==> config.mk <==
export PLATFORM = sky130hd
export DESIGN_NAME = multi_channel_period_capture_core
export DESIGN_NICKNAME = d
export VERILOG_FILES = /design/src/design/mcpc_pkg.sv /design/src/design/multi_channel_period_capture_core.sv /design/src/design/mcpc_period_calc.sv
export SDC_FILE = /design/constraint.sdc
export NUM_CORES = 1
export LEC_CHECK = 0
export BUFFER_PORTS_ARGS = -buffer_cell sky130_fd_sc_hd__buf_2
export CAP_MARGIN = 0
export CORE_MARGIN = 8
export CORE_UTILIZATION = 45
export CTS_CLUSTER_DIAMETER = 200
export DETAILED_ROUTE_END_ITERATION = 7
export PLACE_DENSITY_LB_ADDON = 0.15
export SLEW_MARGIN = 40
export SYNTH_ARGS = -nofsm -noshare
export SYNTH_HDL_FRONTEND = slang
export SYNTH_HIERARCHICAL = 1
export SYNTH_SLANG_ARGS = --single-unit
==> constraint.sdc <==
create_clock -name clk -period 5.47 [get_ports clk]
set_input_delay 0.547 -clock clk [delete_from_list [all_inputs] [get_ports clk]]
set_output_delay 0.547 -clock clk [all_outputs]
set_load 0.01 [all_outputs]
==> src/design/mcpc_pkg.sv <==
`default_nettype none

package mcpc_pkg;

  // Channel count and the skip registers that back it
  localparam int CHANNELS   = 5;
  localparam int SKIP_REGS  = 5;
  localparam int CH_IDX_W   = (CHANNELS > 1) ? $clog2(CHANNELS) : 1;
  localparam int SKIP_IDX_W = (SKIP_REGS > 1) ? $clog2(SKIP_REGS) : 1;

  // Fixed field widths
  localparam int CH_W      = 3;
  localparam int CAP_W     = 16;
  localparam int OVF_W     = 16;
  localparam int PERIOD_W  = 32;
  localparam int SKIP_W    = 8;
  localparam int CFG_IDX_W = 3;
  localparam int IN_DATA_W  = 24;
  localparam int OUT_DATA_W = 40;

  // Captures below this value with a pending overflow belong to the next wrap
  localparam logic [CAP_W-1:0] RACE_LIMIT = 16'h8000;

  typedef enum logic [0:0] {
    KIND_OVERFLOW = 1'b0,
    KIND_EDGE     = 1'b1
  } kind_t;

  // Input payload, channel in the lowest bits
  typedef struct packed {
    logic             overflow_pending;
    logic [CAP_W-1:0] capture_value;
    logic [CH_W-1:0]  channel;
  } item_t;

endpackage

`default_nettype wire

==> src/design/multi_channel_period_capture_core.sv <==
`default_nettype none
// A result passes from the input register to the result register, which drives m_tvalid.
// Throughput: one item per cycle; while a finished result waits on m_tready, items that
// give no result still pass, and a measuring edge holds in the input register until then.
// Reset (rst, synchronous, active high): skip registers read 0, overflow count and
// per-channel references read 0, per-channel skip counters read 1, both stages empty.

module multi_channel_period_capture_core (
  input  wire logic                              clk,
  input  wire logic                              rst,
  // Input stream
  input  wire logic                              s_tvalid,
  output logic                                   s_tready,
  input  wire logic [mcpc_pkg::IN_DATA_W-1:0]    s_tdata,  // channel[2:0], capture_value[18:3],
                                                           // overflow_pending[19], zero fill
  input  wire logic                              s_tuser,  // kind[0]
  // Result stream
  output logic                                   m_tvalid,
  input  wire logic                              m_tready,
  output logic      [mcpc_pkg::OUT_DATA_W-1:0]   m_tdata,  // result_channel[2:0],
                                                           // period_ticks[34:3], zero fill
  // Configuration write channel
  input  wire logic                              cfg_valid,
  output logic                                   cfg_ready,
  input  wire logic [mcpc_pkg::CFG_IDX_W-1:0]    cfg_index,
  input  wire logic [mcpc_pkg::SKIP_W-1:0]       cfg_data
);

  // Skip registers, one per channel that has one
  logic [mcpc_pkg::SKIP_W-1:0] skip_reg [mcpc_pkg::SKIP_REGS];

  // Shared and per-channel measurement state
  logic [mcpc_pkg::OVF_W-1:0]  overflow_count;
  logic [mcpc_pkg::CAP_W-1:0]  last_capture   [mcpc_pkg::CHANNELS];
  logic [mcpc_pkg::OVF_W-1:0]  last_overflow  [mcpc_pkg::CHANNELS];
  logic [mcpc_pkg::SKIP_W-1:0] skip_remaining [mcpc_pkg::CHANNELS];

  // Input register
  logic                        in_valid;
  mcpc_pkg::item_t             in_item;
  mcpc_pkg::kind_t             in_kind;

  // Result register
  logic [mcpc_pkg::CH_W-1:0]     out_channel;
  logic [mcpc_pkg::PERIOD_W-1:0] out_period;

  // Decode of the held item
  logic [mcpc_pkg::CH_IDX_W-1:0]   ch_idx;
  logic [mcpc_pkg::SKIP_IDX_W-1:0] skip_idx;
  logic                            is_edge;
  logic                            ch_ok;
  logic                            measure;
  logic                            fire;
  logic [mcpc_pkg::SKIP_W-1:0]     reload;
  logic [mcpc_pkg::OVF_W-1:0]      overflow_used;
  logic [mcpc_pkg::PERIOD_W-1:0]   period_ticks;

  assign ch_idx   = mcpc_pkg::CH_IDX_W'(in_item.channel);
  assign skip_idx = mcpc_pkg::SKIP_IDX_W'(in_item.channel);
  assign is_edge  = (in_kind == mcpc_pkg::KIND_EDGE);
  assign ch_ok    = (int'(in_item.channel) < mcpc_pkg::CHANNELS);
  // A measuring edge is a valid channel whose skip counter has run out
  assign measure  = is_edge && ch_ok && (skip_remaining[ch_idx] == '0);
  // Retire the held item unless its result has nowhere to go
  assign fire     = in_valid && (!measure || !m_tvalid || m_tready);
  assign s_tready = !in_valid || fire;
  assign cfg_ready = 1'b1;

  // Channels beyond the register list reload with zero
  assign reload = (int'(in_item.channel) < mcpc_pkg::SKIP_REGS) ? skip_reg[skip_idx] : '0;

  mcpc_period_calc u_calc (
    .overflow_count   (overflow_count),
    .last_capture     (last_capture[ch_idx]),
    .last_overflow    (last_overflow[ch_idx]),
    .capture_value    (in_item.capture_value),
    .overflow_pending (in_item.overflow_pending),
    .overflow_used    (overflow_used),
    .period_ticks     (period_ticks)
  );

  assign m_tdata = {{(mcpc_pkg::OUT_DATA_W - mcpc_pkg::PERIOD_W - mcpc_pkg::CH_W){1'b0}},
                    out_period, out_channel};

  // Control and measurement state
  always_ff @(posedge clk) begin
    if (rst) begin
      in_valid       <= 1'b0;
      m_tvalid       <= 1'b0;
      overflow_count <= '0;
      for (int c = 0; c < mcpc_pkg::SKIP_REGS; c++) begin
        skip_reg[c] <= '0;
      end
      for (int c = 0; c < mcpc_pkg::CHANNELS; c++) begin
        last_capture[c]   <= '0;
        last_overflow[c]  <= '0;
        skip_remaining[c] <= mcpc_pkg::SKIP_W'(1);
      end
    end else begin
      // Take configuration writes; drop indexes past the register list
      if (cfg_valid && (int'(cfg_index) < mcpc_pkg::SKIP_REGS)) begin
        skip_reg[mcpc_pkg::SKIP_IDX_W'(cfg_index)] <= cfg_data;
      end

      // Input register fills on accept, empties when its item retires
      if (s_tvalid && s_tready) begin
        in_valid <= 1'b1;
      end else if (fire) begin
        in_valid <= 1'b0;
      end

      // Result register loads on a measuring edge, clears when taken
      if (fire && measure) begin
        m_tvalid <= 1'b1;
      end else if (m_tready) begin
        m_tvalid <= 1'b0;
      end

      if (fire) begin
        if (!is_edge) begin
          // Advance the shared overflow count
          overflow_count <= overflow_count + mcpc_pkg::OVF_W'(1);
        end else if (ch_ok) begin
          if (measure) begin
            // Store new references and reload the skip counter
            last_capture[ch_idx]   <= in_item.capture_value;
            last_overflow[ch_idx]  <= overflow_used;
            skip_remaining[ch_idx] <= reload;
          end else begin
            skip_remaining[ch_idx] <= skip_remaining[ch_idx] - mcpc_pkg::SKIP_W'(1);
          end
        end
      end
    end
  end

  // Payload registers
  always_ff @(posedge clk) begin
    if (s_tvalid && s_tready) begin
      in_item <= mcpc_pkg::item_t'(s_tdata[$bits(mcpc_pkg::item_t)-1:0]);
      in_kind <= mcpc_pkg::kind_t'(s_tuser);
    end
    if (fire && measure) begin
      out_channel <= in_item.channel;
      out_period  <= period_ticks;
    end
  end

`ifndef SYNTHESIS
  // An overflow item that retires advances the shared count by one
  a_ovf_advance: assert property (@(posedge clk) disable iff (rst)
    (fire && !is_edge) |=> (overflow_count == $past(overflow_count) + mcpc_pkg::OVF_W'(1)))
    else $error("overflow count did not advance");

  // A skipped edge counts its channel down by one
  a_skip_count: assert property (@(posedge clk) disable iff (rst)
    (fire && is_edge && ch_ok && !measure) |=>
      (skip_remaining[$past(ch_idx)] == $past(skip_remaining[ch_idx]) - mcpc_pkg::SKIP_W'(1)))
    else $error("skip counter did not count down");

  // An empty input register always takes an item
  a_ready_empty: assert property (@(posedge clk) disable iff (rst)
    !in_valid |-> s_tready)
    else $error("input stalled with empty stage");

  // A new result only appears from a measuring edge
  a_result_src: assert property (@(posedge clk) disable iff (rst)
    (m_tvalid && !$past(m_tvalid && !m_tready)) |-> $past(fire && measure))
    else $error("result without measuring edge");
`endif

endmodule

`default_nettype wire

==> src/design/mcpc_period_calc.sv <==
`default_nettype none

module mcpc_period_calc (
  input  wire logic [mcpc_pkg::OVF_W-1:0]    overflow_count,
  input  wire logic [mcpc_pkg::CAP_W-1:0]    last_capture,
  input  wire logic [mcpc_pkg::OVF_W-1:0]    last_overflow,
  input  wire logic [mcpc_pkg::CAP_W-1:0]    capture_value,
  input  wire logic                          overflow_pending,
  output logic      [mcpc_pkg::OVF_W-1:0]    overflow_used,
  output logic      [mcpc_pkg::PERIOD_W-1:0] period_ticks
);

  logic [mcpc_pkg::OVF_W-1:0] ovf_diff;

  always_comb begin
    // Count a pending overflow when the capture sits in the low half of the timer
    if (overflow_pending && (capture_value < mcpc_pkg::RACE_LIMIT)) begin
      overflow_used = overflow_count + mcpc_pkg::OVF_W'(1);
    end else begin
      overflow_used = overflow_count;
    end
    ovf_diff     = overflow_used - last_overflow;
    period_ticks = {ovf_diff, {mcpc_pkg::CAP_W{1'b0}}}
                 + {{(mcpc_pkg::PERIOD_W - mcpc_pkg::CAP_W){1'b0}}, capture_value}
                 - {{(mcpc_pkg::PERIOD_W - mcpc_pkg::CAP_W){1'b0}}, last_capture};
  end

endmodule

`default_nettype wire
=== Word level (Yosys, flattened, before mapping) ===
Memories as Yosys holds them, arrays and structs flattened. A register that Yosys moved wholly into a read port is not among the register bits.
Index checks and enable logic that the tools add are counted.

* Register bits after elaboration: 74
* Bits in writable memories: 240
* Logic and storage cells: 84
* Memories: 4

* Add/sub/neg operators: 5
* Order comparisons: 3
* Multiplexer cells: 40
* Bitwise logic cells: 2
* Reductions and logical operators: 21

{| class="wikitable"
|+ Memory list
! name !! depth !! bits a word !! read ports !! clocked after memory_dff !! write ports !! line !! text
|-
| last_capture || 5 || 16 || 1 || 1 || 5 || multi_channel_period_capture_core.sv:34 || <nowiki>logic [mcpc_pkg::CAP_W-1:0] last_capture [mcpc_pkg::CHANNELS];</nowiki>
|-
| last_overflow || 5 || 16 || 1 || 1 || 5 || multi_channel_period_capture_core.sv:35 || <nowiki>logic [mcpc_pkg::OVF_W-1:0] last_overflow [mcpc_pkg::CHANNELS];</nowiki>
|-
| skip_reg || 5 || 8 || 1 || 1 || 5 || multi_channel_period_capture_core.sv:30 || <nowiki>logic [mcpc_pkg::SKIP_W-1:0] skip_reg [mcpc_pkg::SKIP_REGS];</nowiki>
|-
| skip_remaining || 5 || 8 || 1 || 1 || 5 || multi_channel_period_capture_core.sv:36 || <nowiki>logic [mcpc_pkg::SKIP_W-1:0] skip_remaining [mcpc_pkg::CHANNELS];</nowiki>
|}

{| class="wikitable"
|+ Operators by type and width
! operator !! count
|-
| $mux W16 || 3
|-
| $add A32 B16 Y32 || 1
|-
| $mux W8 || 4
|-
| $reduce_or A16 Y1 || 2
|-
| $sub A32 B16 Y32 || 1
|-
| $mux W1 || 25
|-
| $mux W3 || 8
|-
| $add A16 B1 Y16 const B || 1
|-
| $lt A16 B16 Y1 const B || 1
|-
| $reduce_or A8 Y1 || 2
|-
| $sub A16 B16 Y16 || 1
|-
| $logic_not A8 Y1 || 1
|-
| $sub A8 B1 Y8 const B || 1
|-
| $logic_and A1 B1 Y1 || 7
|-
| $lt A3 B3 Y1 const B || 2
|-
| $reduce_bool A2 Y1 || 2
|-
| $logic_not A1 Y1 || 3
|-
| $logic_or A1 B1 Y1 || 3
|-
| $reduce_and A2 Y1 || 1
|-
| $not A1 Y1 || 1
|-
| $or A1 B1 Y1 || 1
|}

=== Longest topological paths before layout ===
Gate-level depths: netlist of the first run.

* Word-level depth: 13
* Depth in mapped cells: 19
* Mapped depth without buffers: 14

=== Cells and area by module ===
Netlist of the first run, hierarchy kept.

{| class="wikitable"
|+ By module, submodules not included
! module !! instances !! cells each !! area an instance (um^2) !! seq. area each (um^2)
|-
| multi_channel_period_capture_core || 1 || 1082 || 19203.4 || 13633.1
|-
| mcpc_period_calc || 1 || 316 || 2237.1 || 0.0
|}

=== Worst setup path after synthesis of the first run ===
No wires, ideal clock.

* Kind: reg2reg
* Start: register (tool-made name)
* End: register out_channel[0] (netlist bit) (enable)
* Library setup time: 0.471 ns
* Arrival: 4.598 ns
* Required time: 4.999 ns
* Path slack: 0.401 ns
* Stages on the path, launching flop included: 10
* Buffers on the path: 3
* Clock period less this slack: 5.069 ns
* Cells stage by stage: dfxtp_1 > buf_6 > buf_6 > buf_4 > mux4_2 > mux2i_1 > ha_1 > o211a_2 > nand2_4 > nor3_1

{| class="wikitable"
|+ RTL lines
! what !! line !! text
|-
| to (signal assigned) || multi_channel_period_capture_core.sv:144 || <nowiki>out_channel <= in_item.channel;</nowiki>
|-
| to (decl) || multi_channel_period_capture_core.sv:44 || <nowiki>logic [mcpc_pkg::CH_W-1:0] out_channel;</nowiki>
|}

=== Worst setup path in the final report of the first run ===
* Start: register in_item[18] (netlist bit)
* End: register out_period[31] (netlist bit), data pin

* Word-level cells in the longest chain between the ends: 6

{| class="wikitable"
|+ RTL lines
! what !! line !! text
|-
| from (decl) || multi_channel_period_capture_core.sv:40 || <nowiki>mcpc_pkg::item_t in_item;</nowiki>
|-
| from (signal assigned) || multi_channel_period_capture_core.sv:140 || <nowiki>in_item <= mcpc_pkg::item_t'(s_tdata[$bits(mcpc_pkg::item_t)-1:0]);</nowiki>
|-
| $lt A16 B16 Y1 || mcpc_period_calc.sv:17 || <nowiki>if (overflow_pending && (capture_value < mcpc_pkg::RACE_LIMIT)) begin</nowiki>
|-
| $logic_and A1 B1 Y1 || mcpc_period_calc.sv:17 ||
|-
| $mux W16 || mcpc_period_calc.sv:17 ||
|-
| via overflow_used, one bit || multi_channel_period_capture_core.sv:55 || <nowiki>logic [mcpc_pkg::OVF_W-1:0] overflow_used;</nowiki>
|-
| $sub A16 B16 Y16 || mcpc_period_calc.sv:22 || <nowiki>ovf_diff = overflow_used - last_overflow;</nowiki>
|-
| $add A32 B16 Y32 || mcpc_period_calc.sv:24 || <nowiki>+ {{(mcpc_pkg::PERIOD_W - mcpc_pkg::CAP_W){1'b0}}, capture_value}</nowiki>
|-
| $sub A32 B16 Y32 || mcpc_period_calc.sv:25 || <nowiki>- {{(mcpc_pkg::PERIOD_W - mcpc_pkg::CAP_W){1'b0}}, last_capture};</nowiki>
|-
| via period_ticks, one bit || multi_channel_period_capture_core.sv:56 || <nowiki>logic [mcpc_pkg::PERIOD_W-1:0] period_ticks;</nowiki>
|-
| to (signal assigned) || multi_channel_period_capture_core.sv:145 || <nowiki>out_period <= period_ticks;</nowiki>
|-
| to (decl) || multi_channel_period_capture_core.sv:45 || <nowiki>logic [mcpc_pkg::PERIOD_W-1:0] out_period;</nowiki>
|}

The timed path passes the listed nets, and every way through them passes these cells.
A chain may end at the register's enable or synchronous reset.

==> impl_metrics.env, run 1 <==
export IMPL_outcome="complete, no violations"
export IMPL_syn_avg_cell_area_sq_um=15.3
export IMPL_route_met2_wl_microns=22200
export IMPL_post_route_cell_area_sq_mm=0.0247
export IMPL_synth_fa_ha_area_share_pct=2.23
export IMPL_crit_chain="nor2b_1, nand4_1, inv_1, nand3_1, xnor2_1, ha_1, a21o_1, a221oi_1, a21boi_2, nor2_1, o31ai_4, nand4bb_2, nor4_2, xnor2_1"
export IMPL_grt_pass1_wl_microns=70400
export IMPL_fin_util_pct=52.3
export IMPL_top_layer="met4"
export IMPL_rsz0062_at_grt="false"
export IMPL_routed_wl_microns=45400
export IMPL_drv_cap=0
export IMPL_crit_path_max_incr_delay_ns=0.58
export IMPL_cts_setup_buffers=0
export IMPL_drt_initial_drc_count=717
export IMPL_clkTransAtPathRegs_ns=0.06
export IMPL_place_hpwl_microns=29600
export IMPL_grt_pass1_vias=12200
export IMPL_worst_setup_path_end_kind="register"
export IMPL_synth_warnings=6
export IMPL_yosysTopAreaCell="edfxtp_1"
export IMPL_ios=84
export IMPL_synth_top_family_by_area="multiplexers"
export IMPL_first_pass_iters=5
export IMPL_post_cts_resize_count=0
export IMPL_fin_crit_ns=4.67
export IMPL_multi_input_area_sq_mm=0.00788
export IMPL_leakage_uw=0.00929
export IMPL_power_density_mw_per_mm2=342
export IMPL_finalWeightedCongestion=0.825
export IMPL_yosys_mux_area_fraction_pct=13.0
export IMPL_cts_made_buffers=49
export IMPL_fmax_mhz=214
export IMPL_final_nets=1723
export IMPL_max_slew_worst_pin_slew_ns=0.855
export IMPL_peakVddDrop_mv=0.242
export IMPL_hold_viol_final=0
export IMPL_area_growth_pct=15.4
export IMPL_rows=80
export IMPL_wl_met1_microns=20700
export IMPL_synthSimpleGateAreaFrac_pct=12.3
export IMPL_dp_slack_ns=0.880
export IMPL_ys_ff_latch=461
export IMPL_antenna_found_initial=0
export IMPL_grt_usage_pct=16.9
export IMPL_crit_type="reg2reg"
export IMPL_cts_tree="built"
export IMPL_cts_hold_fix_buffers=0
export IMPL_ys_flop_type="edfxtp_1"
export IMPL_yosysUniqueCellTypes=74
export IMPL_slew_headroom_pct=42.9
export IMPL_setup_violations=0
export IMPL_crit_top_cell="xnor2_1"
export IMPL_fin_skew_ns=0.0213
export IMPL_top_regs="last_capture x128, last_overflow x128"
export IMPL_worst_slack_ns=0.798
export IMPL_ant_nets=0
export IMPL_vias_per_cell=5.20
export IMPL_worstPathMaxFanout=10
export IMPL_fillCellCount=4048
export IMPL_vias=12000
export IMPL_drc_errors=0
export IMPL_portBuffers=73
export IMPL_cts_max_path_buffers=3
export IMPL_synthArstFlopShare_pct=0
export IMPL_synth_xor_area_share_pct=2.86
export IMPL_dr_wl_met3_microns=1750
export IMPL_grt_max_degree=39
export IMPL_seqCellArea_sq_mm=0.0136
export IMPL_synth_area_leaders="edfxtp_1 (62%), mux4_2 (9.9%), and2_1 (6.0%)"
export IMPL_period_share_pct=85.4
export IMPL_finalMaxSlewViolations=0
export IMPL_cp_arrival_ns=5.00
export IMPL_syn_area_sq_mm=0.0214
export IMPL_placedInstanceArea_sq_mm=0.0231
export IMPL_drive_gt1_share_pct=21.1
export IMPL_core_sq_mm=0.0473
export IMPL_dieWidth_microns=234
export IMPL_cts_htree_levels=2
export IMPL_synth_compound_area_share_pct=3.47
export IMPL_ff2ff_setup_slack_ns=0.80
export IMPL_seq_area_frac_synth_pct=63.6
export IMPL_fin_tns_setup_ns=0
export IMPL_cts_sinks=461
export IMPL_power_uw=8480
export IMPL_root_buffer="clkbuf_16"
export IMPL_overflow=0
export IMPL_clock_latency_ns=0.59
export IMPL_wire_per_inst_microns=19.8
export IMPL_synthCells=1398
export IMPL_die_h_microns=234
export IMPL_startpoint_type="register"
export IMPL_die_area_sq_mm=0.0549
export IMPL_yosys_area_top_type_share_pct=61.6
export IMPL_crit_path_top_delay_cell="xnor2_1"
export IMPL_start_util_pct=45.3
export IMPL_crit_required_ns=5.80
export IMPL_synth_enable_flop_cells=440
export IMPL_hp_class="in2reg"
[cell usage after synthesis, drive strengths merged (5+ instances only)]
cell	n
mux2	42
nand2	40
nand2b	16
nor2	76
and4	5
dfxtp	21
and2	204
o211ai	5
o21ai	17
or2	12
and3	9
a21o	14
ha	35
nor2b	8
a211oi	7
edfxtp	440
buf	41
a21oi	32
inv	50
xor2	26
nor3b	6
nand3	25
mux4	94
clkbuf	19
mux2i	18
or3	5
nor3	24
nand4	13
xnor2	44
nor4	6
[power breakdown]
group	switching (uW)	internal [uW]	total, uW
clock	1350	1920	3270
sequential	88.4	4070	4160
combinational	586	456	1040
total	2030	6450	8480
[layout by cell type (no fill, tap or decap), types with 35 or more instances in the layout]
| master | instances |
|---|---|
| edfxtp_1 | 440 |
| and2_1 | 204 |
| conb_1 | 150 |
| mux4_2 | 94 |
| nor2_1 | 76 |
| buf_2 | 73 |
| clkbuf_16 | 50 |
| inv_1 | 46 |
| xnor2_1 | 40 |
| nand2_1 | 39 |
| mux2_2 | 39 |
| ha_1 | 35 |
[path summary, 6_finish.rpt]
path,start,depth (start not counted),endpoint
max,in_item[18]$_DFFE_PP_,14,out_period[31]$_DFFE_PP_
min,s_tdata[7],1,in_item[7]$_DFFE_PP_
min reg2reg,overflow_count[10]$_SDFFE_PP0P_,2,overflow_count[10]$_SDFFE_PP0P_
max reg2reg,in_item[18]$_DFFE_PP_,14,out_period[31]$_DFFE_PP_
[final cells by class]
cell class | count | share of cell area, %
repair buffers | 109 | 2.77
flip-flops and latches | 461 | 55.1
diodes | 1 | 0.0101
clock buffers | 65 | 5.28
well taps | 615 | 3.11
clock inverters | 26 | 1.10
multi-input cells | 974 | 31.8
inverters | 50 | 0.758
[through the flow]
stage / std cells / hold WS, ns
2_1_floorplan: 1546 / 0.424
3_3_place_gp: 2209 / 0.514
3_5_place_dp: 2209 / 0.562
4_1_cts: 2300 / 0.0960
5_1_grt: 2300 / 0.104
6_report: 2301 / 0.132
[routing by layer]
layer / GRT usage [%] / vias up
li1: - / 5614
met1: 22.7 / 6077
met2: 28.4 / 210
met3: 2.71 / 55
met4: 4.09 / 0
met5: 0 / -
[cells by family after synthesis]
group                    Yosys count
AO/OA/AOI/OAI                    103
XOR/XNOR                          70
adder cells (fa/ha/maj)           37
buffers and inverters            111
flip-flops                       461
multiplexers                     154
other                              2
AND/OR/NAND/NOR                  460
[worst max-delay path: cells and delay by family, from the launching register on]
family,cells,cell delay [ns]
flops,1,0.53
xor+xnor,2,0.67
simple gates,6,1.48
buf+inv,1,0.19
compound gates,4,1.07
fa+ha+maj,1,0.47
(Power assumes the default switching activity.)
==> run 2: changes to the inputs <==
==> constraint.sdc (replaced) <==
create_clock -name clk -period 5.47 [get_ports clk]
set_input_delay 0.2735 -clock clk [delete_from_list [all_inputs] [get_ports clk]]
set_output_delay 0.2735 -clock clk [all_outputs]
set_load 0.01 [all_outputs]
==> impl_metrics.env, run 2 (synthesis results as in run 1) <==
export IMPL_overflow=0
export IMPL_cts_htree_levels=2
export IMPL_drt_initial_drc_count=712
export IMPL_finalWeightedCongestion=0.824
export IMPL_hold_depth=4
export IMPL_leakage_uw=0.00931
export IMPL_clock_latency_ns=0.58
export IMPL_peakVddDrop_mv=0.236
export IMPL_period_share_pct=86.5
export IMPL_whs_endpoint="m_tvalid$_SDFFE_PP0P_"
export IMPL_setup_violations=0
export IMPL_final_common_cell="edfxtp_1"
export IMPL_die_h_microns=234
export IMPL_antenna_found_initial=0
export IMPL_grt_usage_pct=17.1
export IMPL_worstPathMaxFanout=10
export IMPL_core_sq_mm=0.0473
export IMPL_reg2reg_to="out_period[31]$_DFFE_PP_"
export IMPL_die_area_sq_mm=0.0549
export IMPL_max_slew_worst_pin_slew_ns=0.806
export IMPL_antenna_cells=0
export IMPL_crit_type="reg2reg"
export IMPL_outcome="complete, no violations"
export IMPL_vias=12100
export IMPL_rows=80
export IMPL_ios=84
export IMPL_fin_crit_ns=4.73
export IMPL_hp_start="m_tready"
export IMPL_drv_cap=0
export IMPL_cts_setup_buffers=0
export IMPL_startpoint_type="register"
export IMPL_hold_viol_final=0
export IMPL_cts_tree="built"
export IMPL_hp_class="in2reg"
export IMPL_top_regs="last_capture x128, last_overflow x128"
export IMPL_cts_sinks=461
export IMPL_worst_slack_ns=0.738
export IMPL_portBuffers=73
export IMPL_worst_setup_path_end_kind="register"
export IMPL_crit_required_ns=5.80
export IMPL_crit_path_top_delay_cell="xnor2_1"
export IMPL_routed_wl_microns=46000
export IMPL_start_util_pct=45.3
export IMPL_grt_max_degree=40
export IMPL_grt_pass1_wl_microns=71500
export IMPL_power_density_mw_per_mm2=334
export IMPL_drive_gt1_share_pct=20.2
export IMPL_r2r_cells=14
export IMPL_crit_chain="nor2b_1, nand4_1, inv_1, nand3_1, xnor2_1, ha_1, a21o_1, a221oi_1, a21boi_2, nor2_1, o31ai_4, nand4bb_2, nor4_2, xnor2_1"
export IMPL_ant_nets=0
export IMPL_cts_hold_fix_buffers=30
export IMPL_fmax_mhz=211
export IMPL_place_hpwl_microns=29000
export IMPL_dieWidth_microns=234
export IMPL_dp_slack_ns=0.833
export IMPL_finalMaxSlewViolations=0
export IMPL_grt_pass1_vias=12500
export IMPL_clkTransAtPathRegs_ns=0.06
export IMPL_cts_max_path_buffers=3
export IMPL_fin_skew_ns=0.0171
export IMPL_rsz0062_at_grt="false"
export IMPL_final_nets=1748
export IMPL_first_pass_iters=5
export IMPL_ff2ff_setup_slack_ns=0.74
export IMPL_crit_path_max_incr_delay_ns=0.66
export IMPL_crit_top_cell="xnor2_1"
export IMPL_post_cts_resize_count=0
export IMPL_cts_made_buffers=49
export IMPL_cp_arrival_ns=5.06
export IMPL_area_growth_pct=16.0
export IMPL_wire_per_inst_microns=19.9
export IMPL_fin_tns_setup_ns=0
export IMPL_slew_headroom_pct=45.9
export IMPL_drc_errors=0
export IMPL_vias_per_cell=5.21
export IMPL_root_buffer="clkbuf_16"
export IMPL_r2r_start="in_item[18]$_DFFE_PP_"
export IMPL_layout_common_cells="edfxtp_1 (440), and2_1 (204), conb_1 (150)"
run 2: critical path: cells and delay by family (launching register included):
family,cells,cell delay [ns]
adder cells (fa/ha/maj),1,0.47
flip-flops,1,0.52
AND/OR/NAND/NOR,6,1.52
AO/OA/AOI/OAI,4,1.02
XOR/XNOR,2,0.76
buffers and inverters,1,0.19
run 2: layout make-up:
class | instances | area [sq um]
Clock buffer | 67 | 1340
Clock inverter | 14 | 125
Fill cell | 4011 | 22500
Inverter | 50 | 188
Multi-Input combinational cell | 974 | 7860
Sequential cell | 461 | 13600
Tap cell | 615 | 769
Timing Repair Buffer | 134 | 948
run 2: where the power goes:
group	internal, uW	switching [uW]	leakage [uW]
clock network	1780	1300	0.000706
registers	4070	83.8	0.00457
logic	468	593	0.00403
run 2: worst max path at each step:
| stage | startpoint | end | slack (ns) | cells after the start |
|---|---|---|---|---|
| finish | in_item[18]$_DFFE_PP_ | out_period[31]$_DFFE_PP_ | 0.74 | 14 |
| global route | in_item[18]$_DFFE_PP_ | out_period[31]$_DFFE_PP_ | 0.44 | 14 |
| CTS | in_item[18]$_DFFE_PP_ | out_period[31]$_DFFE_PP_ | 0.80 | 14 |
| detailed placement | in_item[18]$_DFFE_PP_ | out_period[31]$_DFFE_PP_ | 0.83 | 14 |
| global placement | in_item[18]$_DFFE_PP_ | out_period[31]$_DFFE_PP_ | 0.94 | 14 |
| floorplan | register | out_channel[0]$_DFFE_PP_ | 0.40 | 9 |
run 2: layer usage:
metal	vias up	GRT usage, %	share of wire [%]
li1	5643	-	-
met1	6113	22.8	45
met2	233	28.7	49
met3	68	2.46	4.0
met4	0	5.17	2.1
met5	-	0	0
run 2: per-stage QoR:
step / hold WS (ns) / power, uW / std cells / cell area (sq um) / util [%]
CTS: 0.00648 / 8400 / 2315 / 24900 / 52.5
global placement: 0.451 / 5260 / 2204 / 23100 / 48.8
finish: 0.0423 / 8300 / 2315 / 24900 / 52.5
floorplan: 0.372 / 4980 / 1546 / 22000 / -
global route: 0.0694 / 8630 / 2315 / 24900 / 52.5
detailed placement: 0.452 / 5280 / 2204 / 23100 / 48.8
==> run 3: changes to the inputs <==
Settings changed: CTS_BUF_LIST from default to sky130_fd_sc_hd__clkbuf_2 sky130_fd_sc_hd__clkbuf_4 sky130_fd_sc_hd__clkbuf_8.
==> impl_metrics.env, run 3 (synthesis results as in run 1) <==
export IMPL_hp_class="in2reg"
export IMPL_dp_slack_ns=0.833
export IMPL_crit_required_ns=5.85
export IMPL_peakVddDrop_mv=0.185
export IMPL_layout_common_cells="edfxtp_1 (440), and2_1 (204), conb_1 (150)"
export IMPL_slew_headroom_pct=43.5
export IMPL_hold_viol_final=0
export IMPL_clock_latency_ns=0.64
export IMPL_core_sq_mm=0.0473
export IMPL_die_h_microns=234
export IMPL_switching_share_pct=24.7
export IMPL_overflow=0
export IMPL_worst_setup_path_end_kind="register"
export IMPL_crit_path_top_delay_cell="xnor2_1"
export IMPL_p_comb_share_pct=12.8
export IMPL_drive_gt1_share_pct=23.5
export IMPL_fin_crit_ns=4.72
export IMPL_ff2ff_setup_slack_ns=0.75
export IMPL_rows=80
export IMPL_startpoint_type="register"
export IMPL_place_hpwl_microns=29000
export IMPL_cts_setup_buffers=0
export IMPL_r2r_cells=14
export IMPL_die_area_sq_mm=0.0549
export IMPL_vias_per_cell=5.14
export IMPL_reg2reg_to="out_period[31]$_DFFE_PP_"
export IMPL_period_share_pct=86.3
export IMPL_dieWidth_microns=234
export IMPL_crit_start="in_item[18]$_DFFE_PP_"
export IMPL_grt_max_degree=40
export IMPL_finalWeightedCongestion=0.824
export IMPL_setup_violations=0
export IMPL_r2r_start="in_item[18]$_DFFE_PP_"
export IMPL_drc_errors=0
export IMPL_root_buffer="clkbuf_8"
export IMPL_crit_chain="nor2b_1, nand4_1, inv_1, nand3_1, xnor2_1, ha_1, a21o_1, a221oi_1, a21boi_2, nor2_1, o31ai_4, nand4bb_2, nor4_2, xnor2_1"
export IMPL_max_slew_worst_pin_slew_ns=0.841
export IMPL_grt_pass1_vias=12800
export IMPL_crit_top_cell="xnor2_1"
export IMPL_drt_initial_drc_count=677
export IMPL_rsz0062_at_grt="false"
export IMPL_cts_made_buffers=80
export IMPL_grt_pass1_wl_microns=72100
export IMPL_cts_tree="built"
export IMPL_fin_tns_setup_ns=0
export IMPL_leakage_uw=0.00946
export IMPL_grt_usage_pct=17.3
export IMPL_worstPathMaxFanout=10
export IMPL_p_int_uw=6260
export IMPL_vias=12200
export IMPL_start_util_pct=45.3
export IMPL_fillCellCount=4047
export IMPL_ant_nets=0
export IMPL_p_switching_uw=2050
export IMPL_pwr_share_seq_pct=50.0
export IMPL_cts_htree_levels=3
export IMPL_first_pass_iters=5
export IMPL_post_cts_resize_count=0
export IMPL_cts_max_path_buffers=3
export IMPL_fin_skew_ns=0.0284
export IMPL_cts_sinks=461
export IMPL_p_clk_share_pct=37.2
export IMPL_crit_path_max_incr_delay_ns=0.69
export IMPL_antenna_found_initial=0
export IMPL_crit_type="reg2reg"
export IMPL_drv_cap=0
export IMPL_finalMaxSlewViolations=0
export IMPL_top_regs="last_capture x128, last_overflow x128"
export IMPL_portBuffers=73
export IMPL_cts_hold_fix_buffers=31
export IMPL_final_common_cell="edfxtp_1"
export IMPL_ios=84
export IMPL_antenna_cells=0
export IMPL_wire_per_inst_microns=19.5
export IMPL_outcome="complete, no violations"
export IMPL_area_growth_pct=16.6
export IMPL_power_density_mw_per_mm2=332
export IMPL_fmax_mhz=212
export IMPL_crit_end="out_period[31]$_DFFE_PP_"
export IMPL_worst_slack_ns=0.750
export IMPL_clkTransAtPathRegs_ns=0.06
export IMPL_cp_arrival_ns=5.10
export IMPL_routed_wl_microns=46500
export IMPL_final_nets=1780
==> run 3: cell count changes in the layout (fill, tap and decap cells not counted), moves of 3 or more <==
cell	before	now
clkbuf_4	0	32
clkinv_2	3	6
clkbuf_8	2	86
clkbuf_16	50	0
clkinv_1	7	16
inv_6	0	3
clkbuf_1	15	0
==> run 3: routing by layer <==
metal / vias up / track usage, % / share of wire [%]
li1: 5742 / - / -
met1: 6125 / 22.5 / 44
met2: 294 / 28.7 / 49
met3: 74 / 3.22 / 5.2
met4: 0 / 6.31 / 2.2
met5: - / 0 / 0
==> run 3: power by group through the flow <==
| stage | clock (uW) | sequential, uW | combinational (uW) |
|---|---|---|---|
| final | 3090 | 4160 | 1060 |
| after global placement | 0 | 4230 | 1040 |
| after global routing | 3340 | 4180 | 1170 |
| after CTS | 3190 | 4160 | 1070 |
| after detailed placement | 0 | 4240 | 1050 |
| after floorplan | 0 | 4180 | 801 |
==> run 3: area by class of cell <==
| type | count | area (sq um) | share of cell area, % |
|---|---|---|---|
| clock buffer | 118 | 1420 | 5.69 |
| clock inverter | 28 | 165 | 0.660 |
| inverter | 50 | 188 | 0.750 |
| multi-input combinational | 974 | 7860 | 31.4 |
| sequential | 461 | 13600 | 54.5 |
| tap | 615 | 769 | 3.08 |
| timing repair buffer | 135 | 958 | 3.83 |
==> run 3: critical path, delay by kind of cell (launching register included) <==
kind	cells	cell delay, ns
DFF	1	0.52
AOI/OAI and AO/OA	4	1.04
xor gates and xnor gates	2	0.79
adders and majority gates	1	0.47
buffers and inverters	1	0.18
and+or+nand+nor	6	1.45
==> run 3: worst min path at each step <==
stage | startpoint | endpoint | slack (ns) | depth (start not counted)
4_1_cts | cfg_index[0] | skip_reg[2][2]$_SDFFCE_PN0P_ | 0.13 | 3
3_3_place_gp | s_tdata[9] | in_item[9]$_DFFE_PP_ | 0.45 | 1
5_1_grt | cfg_index[0] | skip_reg[2][2]$_SDFFCE_PN0P_ | 0.18 | 3
2_1_floorplan | s_tdata[0] | ch_idx[0]$_DFFE_PP_ | 0.37 | 0
3_5_place_dp | s_tdata[5] | in_item[5]$_DFFE_PP_ | 0.45 | 1
6_report | cfg_index[0] | skip_reg[2][2]$_SDFFCE_PN0P_ | 0.19 | 3
==> run 3: stage by stage <==
stage,hold WS (ns),total power [uW],cells,util [%],instance area (sq um)
4_1_cts,0.134,8430,2381,52.8,25000
3_5_place_dp,0.452,5280,2204,48.8,23100
5_1_grt,0.184,8680,2381,52.8,25000
3_3_place_gp,0.451,5260,2204,48.8,23100
2_1_floorplan,0.372,4980,1546,-,22000
6_report,0.191,8310,2381,52.8,25000
